File: src/fpas_pkg.sv
package fpas_pkg;

  localparam int unsigned InAddrW  = 40;
  localparam int unsigned RadixW   = 17;
  localparam int unsigned RemW     = 16;
  localparam int unsigned CfgIdxW  = 3;
  localparam int unsigned CfgDataW = 17;

  localparam logic [CfgIdxW-1:0] RegChannel = 3'd0;
  localparam logic [CfgIdxW-1:0] RegWay     = 3'd1;
  localparam logic [CfgIdxW-1:0] RegDie     = 3'd2;
  localparam logic [CfgIdxW-1:0] RegPlane   = 3'd3;
  localparam logic [CfgIdxW-1:0] RegBlock   = 3'd4;
  localparam logic [CfgIdxW-1:0] RegPage    = 3'd5;
  localparam logic [CfgIdxW-1:0] RegOrder   = 3'd6;

  localparam logic [1:0] LvlChannel = 2'd0;
  localparam logic [1:0] LvlWay     = 2'd1;
  localparam logic [1:0] LvlDie     = 2'd2;
  localparam logic [1:0] LvlPlane   = 2'd3;

  typedef struct packed {
    logic [7:0]  channel;
    logic [7:0]  way;
    logic [3:0]  die;
    logic [2:0]  plane;
    logic [15:0] blk;
  } coord_t;

  // Zero acts as one, anything above the maximum acts as the maximum.
  function automatic logic [RadixW-1:0] eff_radix(input logic [RadixW-1:0] cnt,
                                                  input logic [RadixW-1:0] max);
    logic [RadixW-1:0] r;
    if (cnt == '0) begin
      r = RadixW'(1);
    end else if (cnt > max) begin
      r = max;
    end else begin
      r = cnt;
    end
    return r;
  endfunction

endpackage

File: src/fpas_div.sv
module fpas_div #(
  parameter int unsigned AW  = 40,
  parameter int unsigned SW  = 39,
  parameter int unsigned BPS = 8
) (
  input  logic                          clk_i,
  input  logic                          rst_ni,
  input  logic                          en_i,
  input  logic                          valid_i,
  input  logic [AW-1:0]                 num_i,
  input  logic [fpas_pkg::RadixW-1:0]   den_i,
  input  logic [SW-1:0]                 side_i,
  output logic                          valid_o,
  output logic [AW-1:0]                 quo_o,
  output logic [fpas_pkg::RadixW-1:0]   rem_o,
  output logic [SW-1:0]                 side_o
);
  import fpas_pkg::*;

  localparam int unsigned NST = (AW + BPS - 1) / BPS;

  logic [AW-1:0]     num_q  [NST];
  logic [RadixW-1:0] rem_q  [NST];
  logic [SW-1:0]     side_q [NST];
  logic [NST-1:0]    vld_q;

  for (genvar s = 0; s < NST; s++) begin : g_stage
    localparam int unsigned NB = ((AW - s * BPS) < BPS) ? (AW - s * BPS) : BPS;
    logic [AW-1:0]     num_in, num_d;
    logic [RadixW-1:0] rem_in, rem_d;
    logic [SW-1:0]     side_in;
    logic              vld_in;

    if (s == 0) begin : g_first
      assign num_in  = num_i;
      assign rem_in  = '0;
      assign side_in = side_i;
      assign vld_in  = valid_i;
    end else begin : g_next
      assign num_in  = num_q[s-1];
      assign rem_in  = rem_q[s-1];
      assign side_in = side_q[s-1];
      assign vld_in  = vld_q[s-1];
    end

    // Restoring division: shift the top numerator bit into the remainder,
    // subtract when it fits and shift the quotient bit in at the bottom.
    always_comb begin
      logic [RadixW:0] t;
      logic [AW-1:0]   n;
      logic [RadixW-1:0] r;
      n = num_in;
      r = rem_in;
      for (int j = 0; j < NB; j++) begin
        t = {r, n[AW-1]};
        n = {n[AW-2:0], 1'b0};
        if (t >= {1'b0, den_i}) begin
          t    = t - {1'b0, den_i};
          n[0] = 1'b1;
        end
        r = t[RadixW-1:0];
      end
      num_d = n;
      rem_d = r;
    end

    always_ff @(posedge clk_i or negedge rst_ni) begin
      if (!rst_ni) begin
        vld_q[s] <= 1'b0;
      end else if (en_i) begin
        vld_q[s] <= vld_in;
      end
    end

    always_ff @(posedge clk_i) begin
      if (en_i) begin
        num_q[s]  <= num_d;
        rem_q[s]  <= rem_d;
        side_q[s] <= side_in;
      end
    end
  end

  assign valid_o = vld_q[NST-1];
  assign quo_o   = num_q[NST-1];
  assign rem_o   = rem_q[NST-1];
  assign side_o  = side_q[NST-1];

endmodule

File: config.mk
export PLATFORM = sky130hd
export DESIGN_NAME = fpas_div
export DESIGN_NICKNAME = d
export VERILOG_FILES = /design/src/fpas_pkg.sv /design/src/fpas_div.sv
export SDC_FILE = /design/constraint.sdc
export NUM_CORES = 2
export LEC_CHECK = 0
export BUFFER_PORTS_ARGS = -buffer_cell sky130_fd_sc_hd__buf_2
export CELL_PAD_IN_SITES_DETAIL_PLACEMENT = 2
export CELL_PAD_IN_SITES_GLOBAL_PLACEMENT = 2
export CORE_MARGIN = 10
export CORE_UTILIZATION = 42
export CTS_BUF_LIST = sky130_fd_sc_hd__clkbuf_8
export CTS_CLUSTER_SIZE = 24
export DETAILED_ROUTE_END_ITERATION = 8
export PLACE_DENSITY = 0.81
export REMOVE_ABC_BUFFERS = 1
export SYNTH_ARGS = -nofsm -noshare
export SYNTH_HDL_FRONTEND = slang
export SYNTH_SLANG_ARGS = --single-unit
File: constraint.sdc
create_clock -name clk_i -period 25.9 [get_ports clk_i]
set_input_delay 1.295 -clock clk_i [delete_from_list [all_inputs] [get_ports clk_i]]
set_output_delay 1.295 -clock clk_i [all_outputs]
set_load 0.05 [all_outputs]
==> summary.md <==
| Metric | Value |
|---|---|
| First-pass GRT wire length | `347000 um` |
| Detailed Routing Iterations Pass 1 | `6` |
| Ys flop type | `edfxtp_1` |
| Max-cap violations | `0` |
| Average cell area after synthesis | `9.05 sq um` |
| Die Wd | `378 um` |
| Post-layout util | `47.3%` |
| CTS max path bufs | `3` |
| CP required | `26390 ps` |
| Fmax | `0.0371 GHz` |
| Worst setup path category | `in -> reg` |
| Vias | `52000` |
| Met3 Track Usage GR | `4.28%` |
| R2R setup slack | `-490 ps` |
| Final Slew Violations | `0` |
| CTS Sinks | `485` |
| R2R cell count | `99` |
| GR Util met1 | `37.3%` |
| Initial Utilization | `42.2%` |
| Register bit count reported by yosys | `485` |
| Worst reg2reg path endpoint | `rem_q[0][53]` |
| Root Buffer | `clkbuf_8` |
| CP endpoint kind | `flop` |
| Synth top area cells | `edfxtp_1 27%, ha_1 15%, mux2_2 5.4%` |
| Final hold violations | `0` |
| # setup viols final | `18` |
| Routed vias/inst | `6.43` |
| Post-Synthesis Cell Area | `53800 sq um` |
| Crit-path max cell delay | `960 ps` |
| DR WL/cell | `29.8 um` |
| Clock-pin slew on the worst setup and hold paths | `70 ps` |
| Hold buffer count at cts | `0` |
| Post-synthesis sequential area ratio | `27.0%` |
| Setup Skew | `56.9 ps` |
| Failing checks | `negative setup slack` |
| Number of global-route vias before repair | `56200` |
| Yosys warns | `0` |
| Post-synth top cells | `665 x ha_1, 480 x edfxtp_1, 459 x a21oi_1` |
| Worst-skew pair later-pin latency | `840 ps` |
| Grt ovf | `0` |
| Area of the core | `127000 sq um` |
| Final Cycle Share | `104%` |
| WL final | `241000 um` |
| Post-synth EDFFs | `480` |
| RePlAce Congestion | `0.914` |
| CP max-delay cell | `a221oi_1` |
| Status | `complete, but fails checks` |
| Synth cell types | `124` |
| Layout cell share with drive strength beyond 1 | `15.7%` |
| Num CTS Buffers | `94` |
| Max_slew headroom | `24.9%` |
| Rows | `131` |
| Port Buffers | `196` |
| Die area | `143000 sq um` |
| Min Clock Period, post-route | `26950 ps` |
| Post-synthesis cell count | `5944` |
| Crit path top cell by count | `o21ai_0` |
| Largest net degree at the start of global routing | `168` |
| CTS tree | `yes` |
| Count leader, synth | `ha_1` |
| Crit path DAT | `27440 ps` |
| Nets@finish | `7142` |
| Final WS setup | `-1050 ps` |
| Synth top area share | `26.8%` |
| IO Pins | `197` |
| Crit-path max FO | `33` |
| Initial antenna violation count | `9` |
| Worst r2r src | `rem_q[0][43]` |
| DIE HEIGHT | `378 um` |
| Tot GR Track Use | `31.2%` |
| Post-synth top area cell | `edfxtp_1` |
| Worst setup SP type | `primary input` |
| Worst-Margin Slew | `1130 ps` |
| HP Class | `in -> async` |
| H-tree levels | `3` |
| Antenna-violating nets left | `0` |
| Fraction of registers with async set/reset | `1.03%` |
| DP HPWL | `175000 um` |
| Layout area overhead | `12.0%` |
| Most Crowded Layer GR | `met2` |
| GR Layer Usage met2 | `54.0%` |
| 1st-iter DRT viols | `3647` |
| Residual DRC | `0` |
flip-flops by register name, indices dropped and copies added (netlist names):
signal and flops:
side_q 195, g_stage.vld_in 4, valid_o 1, rem_q 85, num_q 200
final cells by class:
cell class / instances / area, sq um
multi-input cells: 4971 / 37600
clock buffers: 99 / 1360
diodes: 4 / 10.0
repair buffers: 388 / 2600
inverters: 396 / 1530
clock inverters: 70 / 508
flip-flops and latches: 485 / 14500
well taps: 1662 / 2080
fillers: 13900 / 67100
repair inverters: 2 / 12.5
logic make-up after synthesis:
logic type,after synthesis,synth area share [%]
simple gates,1625,14.8
buf+inv,490,3.59
fa+ha+maj,704,16.9
xor+xnor,459,7.48
compound gates,1821,22.7
mux,360,7.51
flops,485,27.0
worst max-delay path by stage:
stage,from,depth (start not counted),to,slack [ps]
after global placement,den_i[1],93,rem_q[0][29],-450
after global routing,den_i[12],105,rem_q[0][53],-1940
after floorplan,den_i[7],95,rem_q[0][71],1610
final,den_i[12],102,rem_q[0][53],-1050
after CTS,den_i[12],100,rem_q[0][56],30
after detailed placement,den_i[1],93,rem_q[0][29],-1150
stage by stage:
step           setup WS, ps  setup TNS (ps)  hold slack, ps  std cells  instance area, sq um
5_1_grt               -1940          -31360             275       8076                 60200
2_1_floorplan          1610               0             400       5850                 53300
6_report              -1050           -8520             309       8077                 60200
3_5_place_dp          -1150          -37730             405       7861                 57700
3_3_place_gp           -450           -6980             400       7861                 57700
4_1_cts                33.3               0             259       8034                 59600
worst max-delay path: cells and delay by family:
family	cells	cell delay (ps)
buf+inv	17	3410
compound gates	50	12490
fa+ha+maj	8	2960
simple gates	20	4740
mux	7	2440
what timing repair did:
action / 4_1_cts / 5_1_grt
buffers inserted: 3 / 35
endpoints found under the setup margin: 36 / 90
gates cloned: 1 / 4
pin swaps: 0 / 3
gates resized for setup: 11 / 91
layer usage:
layer	up-vias	wire length [um]
met4	8	14800
met2	1748	117000
li1	23200	-
met3	731	12900
met5	-	54
met1	26300	96300
cells in the final DEF, fill, tap and decap left out, types with 54 or more instances in the layout:
master    netlist  layout
nor2_1        423     419
inv_1         374     385
a21oi_1       459     451
mux2_2        257     257
ha_1          665     665
xor2_1        156     156
nand3_1       109     109
edfxtp_1      480     480
buf_4           6     179
mux2i_1        84      76
o21a_1         89      89
nand2_1       411     410
nand2b_1       83      83
a21o_1        203     202
nor2b_1        96      96
buf_2          26     193
xnor2_1       303     303
o21bai_1       55      54
a211oi_1       64      61
clkbuf_8        0      99
nand4_1       102     102
o21ai_0       407     387
nor3_1        120     119
Power is not shown: default switching activity piles up to over one toggle a cycle in this logic, so the estimate is an artifact.
